File: config.mk
export PLATFORM = sky130hd
export DESIGN_NAME = quadrature_encoder_position
export DESIGN_NICKNAME = d
export VERILOG_FILES = /design/src/rtl/qep_pkg.sv /design/src/rtl/quadrature_encoder_position.sv
export SDC_FILE = /design/constraint.sdc
export NUM_CORES = 1
export LEC_CHECK = 0
export BUFFER_PORTS_ARGS = -buffer_cell sky130_fd_sc_hd__buf_4
export CAP_MARGIN = 25
export CORE_MARGIN = 2
export CORE_UTILIZATION = 55
export CTS_CLUSTER_DIAMETER = 40
export DETAILED_ROUTE_END_ITERATION = 8
export PLACE_DENSITY = 0.73
export SLEW_MARGIN = 20
export SYNTH_ARGS = -nofsm -noshare
export SYNTH_HDL_FRONTEND = slang
export SYNTH_SLANG_ARGS = --single-unit
File: constraint.sdc
create_clock -name clk -period 6.4 [get_ports clk]
set_input_delay 0.64 -clock clk [delete_from_list [all_inputs] [get_ports clk]]
set_output_delay 0.64 -clock clk [all_outputs]
set_load 0.02 [all_outputs]
File: src/rtl/qep_pkg.sv
// Shared constants and the transition table for the quadrature position tracker.
package qep_pkg;

  localparam int unsigned PosW  = 32;
  localparam int unsigned TimeW = 32;
  localparam int unsigned DebW  = 16;
  localparam int unsigned StepW = 3;
  localparam int unsigned CfgIdxW = 2;
  localparam int unsigned CfgDataW = 32;

  typedef enum logic [CfgIdxW-1:0] {
    REG_MIN_POS  = 2'd0,
    REG_MAX_POS  = 2'd1,
    REG_WRAP_EN  = 2'd2,
    REG_DEBOUNCE = 2'd3
  } cfg_reg_t;

  localparam logic [PosW-1:0] MinPosReset = 32'h8000_0000;
  localparam logic [PosW-1:0] MaxPosReset = 32'h7FFF_FFFF;

  localparam logic [1:0] PinsDetent = 2'b11;

  localparam logic signed [StepW-1:0] StepMax = 3'sd2;
  localparam logic signed [StepW-1:0] StepMin = -3'sd2;

  // Gray-code transition table, indexed by {previous pins, current pins}.
  function automatic logic signed [1:0] step_delta(input logic [3:0] idx);
    logic signed [1:0] d;
    case (idx)
      4'd1, 4'd7, 4'd8, 4'd14: d = -2'sd1;
      4'd2, 4'd4, 4'd11, 4'd13: d = 2'sd1;
      default: d = 2'sd0;
    endcase
    return d;
  endfunction

endpackage

File: src/rtl/quadrature_encoder_position.sv
// Quadrature encoder position tracker: debounce, x1 detent decode, bounded position.
// Pipeline: input reg, decode, tick difference, position update / output reg.
// Throughput: one input beat per cycle while in_stall is low; only beats that move the detent count give a result.
// The position update is a loop through the pos_r register (34-bit add plus bound compares).
// Reset (synchronous, rst_n low): pipeline emptied, tracking state zeroed, bounds full range.
module quadrature_encoder_position (
  input  logic                                 clk,
  input  logic                                 rst_n,
  input  logic                                 in_valid,
  output logic                                 in_stall,
  input  logic                                 in_pin_a,
  input  logic                                 in_pin_b,
  input  logic [qep_pkg::TimeW-1:0]            in_time_ms,
  output logic                                 out_valid,
  input  logic                                 out_stall,
  output logic signed [qep_pkg::StepW-1:0]     out_steps,
  output logic signed [qep_pkg::PosW-1:0]      out_position,
  input  logic                                 cfg_we,
  input  logic [qep_pkg::CfgIdxW-1:0]          cfg_index,
  input  logic [qep_pkg::CfgDataW-1:0]         cfg_wdata
);

  localparam int unsigned SumW = qep_pkg::PosW + 2;

  // configuration
  logic [qep_pkg::PosW-1:0]  min_pos_r, max_pos_r;
  logic                      wrap_en_r;
  logic [qep_pkg::DebW-1:0]  debounce_r;

  // tracking state
  logic                      primed_r;
  logic [1:0]                last_pins_r;
  logic [qep_pkg::PosW-1:0]  acc_r, detent_r, pos_r;
  logic [qep_pkg::TimeW-1:0] last_time_r;

  // pipeline
  logic                      q_v_r, a_v_r, b_v_r, o_v_r;
  logic [1:0]                q_pins_r;
  logic [qep_pkg::TimeW-1:0] q_time_r;
  logic [qep_pkg::PosW-1:0]  a_dn_r, a_do_r;
  logic [qep_pkg::PosW-1:0]  b_ticks_r;
  logic signed [qep_pkg::StepW-1:0] out_steps_r;
  logic [qep_pkg::PosW-1:0]  out_pos_r;

  logic o_free, b_nz, b_go, b_free, a_go, a_free, q_go, q_free;

  assign o_free = !o_v_r || !out_stall;
  assign b_nz   = |b_ticks_r;
  assign b_go   = b_v_r && (o_free || !b_nz);
  assign b_free = !b_v_r || b_go;
  assign a_go   = a_v_r && b_free;
  assign a_free = !a_v_r || a_go;
  assign q_go   = q_v_r && a_free;
  assign q_free = !q_v_r || q_go;

  assign in_stall     = !q_free;
  assign out_valid    = o_v_r;
  assign out_steps    = out_steps_r;
  assign out_position = out_pos_r;

  // ---------------- decode stage ----------------
  logic [qep_pkg::TimeW-1:0] elapsed;
  logic                      pass;
  logic signed [1:0]         delta;
  logic [qep_pkg::PosW-1:0]  acc_nxt, detent_nxt, last_time_nxt;
  logic [1:0]                last_pins_nxt;

  always_comb begin
    elapsed       = q_time_r - last_time_r;
    pass          = elapsed >= {{(qep_pkg::TimeW-qep_pkg::DebW){1'b0}}, debounce_r};
    delta         = qep_pkg::step_delta({last_pins_r, q_pins_r});
    acc_nxt       = acc_r;
    detent_nxt    = detent_r;
    last_pins_nxt = last_pins_r;
    last_time_nxt = last_time_r;
    if (!primed_r) begin
      last_pins_nxt = q_pins_r;
      last_time_nxt = q_time_r;
    end else if (pass) begin
      last_time_nxt = q_time_r;
      if (q_pins_r != last_pins_r) begin
        acc_nxt       = acc_r + {{(qep_pkg::PosW-2){delta[1]}}, delta};
        last_pins_nxt = q_pins_r;
        if (q_pins_r == qep_pkg::PinsDetent) begin
          detent_nxt = {{2{acc_nxt[qep_pkg::PosW-1]}}, acc_nxt[qep_pkg::PosW-1:2]};
        end
      end
    end
  end

  // ---------------- position stage ----------------
  logic signed [SumW-1:0]    sum, hi_x, lo_x;
  logic                      gt_hi, lt_lo, crossed, clip_lo;
  logic [qep_pkg::PosW-1:0]  hi_v, lo_v, p_bound, pos_nxt;
  logic signed [qep_pkg::PosW-1:0] ticks_s;
  logic signed [qep_pkg::StepW-1:0] steps_sat;

  always_comb begin
    ticks_s = signed'(b_ticks_r);
    hi_v    = max_pos_r;
    lo_v    = min_pos_r;
    sum     = signed'({{2{pos_r[qep_pkg::PosW-1]}}, pos_r})
            + signed'({{2{b_ticks_r[qep_pkg::PosW-1]}}, b_ticks_r});
    hi_x    = signed'({{2{hi_v[qep_pkg::PosW-1]}}, hi_v});
    lo_x    = signed'({{2{lo_v[qep_pkg::PosW-1]}}, lo_v});
    gt_hi   = sum > hi_x;
    lt_lo   = sum < lo_x;
    crossed = signed'(hi_v) < signed'(lo_v);
    // after clamping to max, the min check sees max when the sum was too high
    clip_lo = gt_hi ? crossed : lt_lo;
    p_bound = clip_lo ? lo_v : hi_v;
    if (!gt_hi && !lt_lo) begin
      pos_nxt = sum[qep_pkg::PosW-1:0];
    end else if (wrap_en_r) begin
      pos_nxt = (p_bound == hi_v) ? lo_v : hi_v;
    end else begin
      pos_nxt = p_bound;
    end
    if (ticks_s > 32'sd2) begin
      steps_sat = qep_pkg::StepMax;
    end else if (ticks_s < -32'sd2) begin
      steps_sat = qep_pkg::StepMin;
    end else begin
      steps_sat = ticks_s[qep_pkg::StepW-1:0];
    end
  end

  // ---------------- registers ----------------
  always_ff @(posedge clk) begin
    if (!rst_n) begin
      min_pos_r   <= qep_pkg::MinPosReset;
      max_pos_r   <= qep_pkg::MaxPosReset;
      wrap_en_r   <= 1'b0;
      debounce_r  <= '0;
      primed_r    <= 1'b0;
      last_pins_r <= '0;
      acc_r       <= '0;
      detent_r    <= '0;
      pos_r       <= '0;
      last_time_r <= '0;
      q_v_r       <= 1'b0;
      a_v_r       <= 1'b0;
      b_v_r       <= 1'b0;
      o_v_r       <= 1'b0;
    end else begin
      if (cfg_we) begin
        case (cfg_index)
          qep_pkg::REG_MIN_POS:  min_pos_r  <= cfg_wdata[qep_pkg::PosW-1:0];
          qep_pkg::REG_MAX_POS:  max_pos_r  <= cfg_wdata[qep_pkg::PosW-1:0];
          qep_pkg::REG_WRAP_EN:  wrap_en_r  <= cfg_wdata[0];
          qep_pkg::REG_DEBOUNCE: debounce_r <= cfg_wdata[qep_pkg::DebW-1:0];
          default: ;
        endcase
      end

      if (q_free) begin
        q_v_r <= in_valid;
      end
      if (q_go) begin
        primed_r    <= 1'b1;
        last_pins_r <= last_pins_nxt;
        acc_r       <= acc_nxt;
        detent_r    <= detent_nxt;
        last_time_r <= last_time_nxt;
      end
      if (a_free) begin
        a_v_r <= q_go;
      end
      if (b_free) begin
        b_v_r <= a_go;
      end
      if (b_go) begin
        pos_r <= pos_nxt;
      end
      if (o_free) begin
        o_v_r <= b_go && b_nz;
      end
    end
  end

  // payload, no reset
  always_ff @(posedge clk) begin
    if (q_free) begin
      q_pins_r <= {in_pin_a, in_pin_b};
      q_time_r <= in_time_ms;
    end
    if (a_free) begin
      a_dn_r <= detent_nxt;
      a_do_r <= detent_r;
    end
    if (b_free) begin
      b_ticks_r <= a_dn_r - a_do_r;
    end
    if (b_go && b_nz) begin
      out_steps_r <= steps_sat;
      out_pos_r   <= pos_nxt;
    end
  end

endmodule

==> results of run 1 <==
-- worst max-delay path by stage --
stage                      endpoint  slack [ps]  cells past startpoint          from
after floorplan           pos_r[30]        1020                     27  b_ticks_r[0]
final                     pos_r[22]         390                     26  b_ticks_r[0]
after global routing      pos_r[20]         -20                     25  b_ticks_r[1]
after detailed placement  pos_r[20]         290                     26  b_ticks_r[0]
after CTS                 pos_r[20]         240                     26  b_ticks_r[0]
after global placement     pos_r[0]         460                     23  b_ticks_r[2]
-- routing by layer --
metal | track usage (%) | vias up
met5 | 0 | -
met1 | 37.9 | 9367
li1 | - | 9481
met2 | 50.0 | 635
met3 | 5.15 | 147
met4 | 12.6 | 2
-- power by group --
part	internal, W	switching [W]	leakage, nW	total (W)
registers	0.00279	0.000157	3.60	0.00295
clock network	0.00188	0.00125	0.941	0.00313
logic	0.00101	0.00160	6.75	0.00261
-- through the flow --
stage	cells	hold WS [ps]
after floorplan	2532	416
after global placement	3114	423
after detailed placement	3115	431
after CTS	3221	166
after global routing	3222	166
final	3222	197
-- critical path, delay by kind of cell (launching register included) --
family	cells	cell delay, ps
compound gates	16	3250
flops	1	400
buf+inv	1	180
simple gates	6	1140
fa+ha+maj	3	980
-- cells in the mapped netlist, types with 30 or more instances --
| cell | number | area (sq um) |
|---|---|---|
| a31oi_1 | 45 | 282 |
| nor3_1 | 33 | 165 |
| dfxtp_1 | 216 | 4320 |
| nand4_1 | 38 | 238 |
| nand3_1 | 143 | 716 |
| ha_1 | 241 | 3020 |
| a21o_1 | 69 | 518 |
| mux2i_1 | 32 | 320 |
| nor2_1 | 140 | 526 |
| inv_1 | 184 | 691 |
| o31ai_1 | 43 | 323 |
| edfxtp_1 | 165 | 4950 |
| clkbuf_1 | 87 | 327 |
| mux2_1 | 30 | 338 |
| nand2_1 | 231 | 867 |
| o211ai_1 | 41 | 308 |
| xor2_1 | 37 | 324 |
| xnor2_1 | 105 | 920 |
| a21oi_1 | 178 | 891 |
| o21ai_0 | 132 | 661 |
-- cell type report --
type | count | area (sq um)
clock inverter | 41 | 414
fill | 3477 | 15100
tap | 539 | 674
timing repair buffer | 148 | 1220
clock buffer | 65 | 1500
multi-input combinational | 1863 | 13100
inverter | 185 | 696
sequential | 381 | 9280
-- cell families (layout without fill, tap and decap cells) --
group	count (synthesis)	after routing	share of synthesized area, %
simple gates	721	721	14.7
compound gates	689	689	19.2
flops	381	381	39.7
buf+inv	288	439	4.73
fa+ha+maj	245	245	13.2
xor+xnor	142	142	5.32
mux	66	66	3.06
==> flow_metrics.env, run 1 <==
export IMPL_synth_edf_count=165
export IMPL_vias=19632
export IMPL_initial_core_util_pct=55.7
export IMPL_grt_antenna_before_repair=1
export IMPL_r2r_slack_ps=390
export IMPL_gp_congestion=0.994
export IMPL_layout_common_cells="ha_1, nand2_1, dfxtp_1, inv_1, a21oi_1"
export IMPL_powerDensity_nw_per_um2=324
export IMPL_hold_depth=1
export IMPL_min_path_type="in -> reg"
export IMPL_num_antenna_cells=0
export IMPL_crit_top_cell="o21ai_0"
export IMPL_synth_area_sq_um=23400
export IMPL_clk_latency_ps=620
export IMPL_viasPerCell=6.09
export IMPL_max_freq_ghz=0.166
export IMPL_ant_nets=0
export IMPL_holdPathEnd="q_time_r[9]"
export IMPL_nets=2953
export IMPL_p_leak_nw=11.3
export IMPL_synth_nets=2850
export IMPL_cap_viol_max_count=0
export IMPL_grtUsageTotal_pct=29.7
export IMPL_post_place_ws_ps=287
export IMPL_wl_met3_um=3890
export IMPL_post_cts_setup_buffer_count=0
export IMPL_cts_sinks=381
export IMPL_ys_seq_area_share_pct=39.7
export IMPL_cts_buffer_depth=3
export IMPL_fin_setup_tns_ps=0
export IMPL_stdcell_area_sq_um=26900
export IMPL_slowest_stage="or4b_2"
export IMPL_worstMarginPinSlew_ps=1010
export IMPL_grt_pass1_vias=19100
export IMPL_power_w=0.00869
export IMPL_drive_gt1_share_pct=11.0
export IMPL_crit_required_ps=6940
export IMPL_dr_pass1_iters=5
export IMPL_routed_wl_um=65900
export IMPL_clockRootBuffer="clkbuf_16"
export IMPL_slew_viol_final=0
export IMPL_min_delay_start="in_time_ms[9]"
export IMPL_ys_warn_count=0
export IMPL_finalSetupViolations=0
export IMPL_maxSlewHeadroom_pct=32.3
export IMPL_cts_made_buffers=56
export IMPL_critPathArrivalTime_ps=6560
export IMPL_cts_resized=0
export IMPL_die_w_um=210
export IMPL_critPathLaunchType="register"
export IMPL_crit_fanout=21
export IMPL_netlist_instances=2532
export IMPL_clk_pin_slew_ps=60
export IMPL_fin_crit_sh_pct=94.0
export IMPL_core_area_sq_um=41900
export IMPL_grt_max_degree=73
export IMPL_vdd_drop_max_uv=273
export IMPL_grt_pass1_wl_um=104000
export IMPL_cp_end_kind="register"
export IMPL_hpwlAfterDp_um=49200
export IMPL_wl_met2_um=31300
export IMPL_cp_slowest_stage_delay_ps=670
export IMPL_htreeDepth=2
export IMPL_fp_dieArea_sq_um=44200
export IMPL_reg2regPathDepth=26
export IMPL_final_hold_violation_count=0
export IMPL_skew_ps=27.8
export IMPL_final_common_cell="ha_1"
export IMPL_ctsHoldBuffers=0
export IMPL_ys_types=82
export IMPL_timing_rr_start="b_ticks_r[0]"
export IMPL_grt_remaining_overflow=0
export IMPL_synthArstFlopShare_pct=0
export IMPL_status="finished clean"
export IMPL_setup_slack_ps=386
export IMPL_drt_iter0_markers=1558
export IMPL_synth_flop_cell="dfxtp_1"
export IMPL_cts_tree="built"
export IMPL_row_count=75
export IMPL_remaining_drc_errors=0
export IMPL_top_layer_used="met5"
export IMPL_syn_to_final_growth_pct=14.9
export IMPL_wl_met1_um=28000
export IMPL_min_period_ps=6010
export IMPL_die_y_um=210
export IMPL_routedWlPerCell_um=20.5
export IMPL_syn_avg_cell_area_sq_um=9.23
export IMPL_ys_ff_latch=381
export IMPL_critPathKind="reg -> reg"
export IMPL_io_pins=110
export IMPL_portBuffers=109
export IMPL_final_core_util_pct=64.0
export IMPL_r2r_end="pos_r[22]"
export IMPL_placed_area_sq_um=24900
Power figures use the tool's default switching activity.
==> inputs of run 2 (changes only) <==
ABC_AREA = 1   (was default)
PLACE_DENSITY = 0.72   (was 0.73)
==> run 2 against run 1 <==
Core utilization is 1.0 points higher; global-route usage is 0.29 points higher; highest routed layer is now met4; wire length rose by 8.4%; total power rose by 36%; fmax rose by 1.2%; cell count up 26%.
==> flow_metrics.env, run 2 <==
export IMPL_power_w=0.0118
export IMPL_dr_pass1_iters=7
export IMPL_rsz0062_at_grt="no"
export IMPL_drive_gt1_share_pct=9.17
export IMPL_cts_tree="built"
export IMPL_worstMarginPinSlew_ps=940
export IMPL_final_common_cell="nand2_1"
export IMPL_p_leak_nw=13.4
export IMPL_cts_buffer_depth=3
export IMPL_die_w_um=217
export IMPL_clk_latency_ps=590
export IMPL_clk_pin_slew_ps=50
export IMPL_layout_common_cells="nand2_1, inv_1, a21oi_1, nor2_1, ha_1"
export IMPL_synth_nets=3610
export IMPL_final_hold_violation_count=0
export IMPL_viasPerCell=5.66
export IMPL_maxSlewHeadroom_pct=37.3
export IMPL_crit_top_cell="nand2_1"
export IMPL_io_pins=110
export IMPL_grt_remaining_overflow=0
export IMPL_grt_pass1_vias=22014
export IMPL_vias=22906
export IMPL_synthArstFlopShare_pct=0
export IMPL_synth_most_common_cell="nand2_1"
export IMPL_num_antenna_cells=0
export IMPL_netlist_instances=3292
export IMPL_routedWlPerCell_um=17.6
export IMPL_min_path_type="in -> reg"
export IMPL_ys_types=52
export IMPL_finalSetupViolations=0
export IMPL_hpwlAfterDp_um=52600
export IMPL_setup_slack_ps=455
export IMPL_cp_slowest_stage_delay_ps=450
export IMPL_critPathKind="reg -> reg"
export IMPL_fp_dieArea_sq_um=47000
export IMPL_status="finished clean"
export IMPL_core_area_sq_um=44400
export IMPL_vdd_drop_max_uv=322
export IMPL_synth_flop_cell="dfxtp_1"
export IMPL_final_core_util_pct=65.0
export IMPL_crit_required_ps=6740
export IMPL_grt_antenna_before_repair=0
export IMPL_portBuffers=109
export IMPL_yosysTopAreaCellShare_pct=19.9
export IMPL_min_period_ps=5940
export IMPL_ys_warn_count=0
export IMPL_multi_input_area_sq_um=13800
export IMPL_nets=3722
export IMPL_routed_wl_um=71400
export IMPL_fillerInstances=3875
export IMPL_remaining_drc_errors=0
export IMPL_synth_area_sq_um=24900
export IMPL_cts_made_buffers=66
export IMPL_clockRootBuffer="clkbuf_16"
export IMPL_initial_core_util_pct=56.1
export IMPL_skew_ps=14.8
export IMPL_max_freq_ghz=0.168
export IMPL_grt_pass1_wl_um=113000
export IMPL_whs_ps=218
export IMPL_synth_common_cells="nand2_1, inv_1, a21oi_1"
export IMPL_grt_max_degree=82
export IMPL_slowest_stage="edfxtp_1"
export IMPL_critPathArrivalTime_ps=6280
export IMPL_critPathLaunchType="register"
export IMPL_syn_avg_cell_area_sq_um=7.57
export IMPL_syn_to_final_growth_pct=15.9
export IMPL_cts_sinks=381
export IMPL_ys_seq_area_share_pct=37.3
export IMPL_ant_nets=0
export IMPL_row_count=77
export IMPL_die_y_um=217
export IMPL_crit_fanout=23
export IMPL_drt_iter0_markers=1662
export IMPL_fin_setup_tns_ps=0
export IMPL_synthTopCellsByArea="edfxtp_1, dfxtp_1, ha_1"
export IMPL_powerDensity_nw_per_um2=408
export IMPL_post_place_ws_ps=82.7
export IMPL_fin_crit_sh_pct=92.9
export IMPL_final_seq_area_sq_um=9280
export IMPL_ys_ff_latch=381
export IMPL_cap_viol_max_count=0
export IMPL_grtUsageTotal_pct=30.0
export IMPL_synth_edf_count=165
export IMPL_gp_congestion=0.919
export IMPL_yosysTopAreaCell="edfxtp_1"
export IMPL_slew_viol_final=0
export IMPL_htreeDepth=3
export IMPL_cp_end_kind="register"
-- run 2: layout make-up --
type | instances | share of cell area [%]
Inverter | 386 | 5.03
Clock buffer | 80 | 6.37
Timing Repair Buffer | 160 | 4.43
Multi-Input combinational cell | 2409 | 47.8
Clock inverter | 41 | 1.71
Sequential cell | 381 | 32.1
Tap cell | 592 | 2.57
-- run 2: path summary, 6_finish.rpt --
path	cells past startpoint	slack (ps)	from	to
setup reg to reg	34	460	b_ticks_r[0]	out_position[3]
hold reg to reg	0	450	detent_r[22]	a_do_r[22]
hold / removal	1	220	in_time_ms[23]	q_time_r[23]
setup / recovery	34	460	b_ticks_r[0]	out_position[3]
-- run 2: worst max-delay path: cells and delay by family (launching register included) --
kind | cells | cell delay, ps
xor gates and xnor gates | 1 | 200
DFF | 1 | 450
adders and majority gates | 3 | 990
AOI/OAI and AO/OA | 4 | 670
and+or+nand+nor | 23 | 2770
buffers and inverters | 3 | 570
-- run 2: logic make-up after synthesis --
kind of cell / Yosys count / share of synthesized area, %
and+or+nand+nor: 1405 / 24.0
AOI/OAI and AO/OA: 638 / 14.3
buffers and inverters: 504 / 7.89
DFF: 381 / 37.3
adders and majority gates: 245 / 12.4
xor gates and xnor gates: 119 / 4.18
-- run 2: per-stage QoR --
stage	cell area (sq um)	cells
2_1_floorplan	24900	3292
3_3_place_gp	26300	3915
3_5_place_dp	26300	3916
4_1_cts	28600	4037
5_1_grt	28900	4049
6_report	28900	4049
-- run 2: routing by layer --
| metal | vias to the layer above | global-route usage (%) | share of wire [%] |
|---|---|---|---|
| li1 | 11385 | - | - |
| met3 | 179 | 4.75 | 5.2 |
| met5 | - | 0 | 0 |
| met4 | 0 | 14.0 | 4.2 |
| met1 | 10664 | 36.9 | 42 |
| met2 | 678 | 51.7 | 48 |
-- run 2: timing repair --
| item | 4_1_cts | 5_1_grt |
|---|---|---|
| endpoints found under the setup margin | 0 | 64 |
| resized for setup | 0 | 20 |
| setup buffers | 0 | 9 |
| hold buffers | 0 | 0 |
-- run 2: power by group --
group | internal, W | switching, W | total, W | leakage (nW)
clock | 0.00237 | 0.00132 | 0.00368 | 1.15
combinational | 0.00180 | 0.00320 | 0.00500 | 8.73
sequential | 0.00291 | 0.000185 | 0.00310 | 3.54
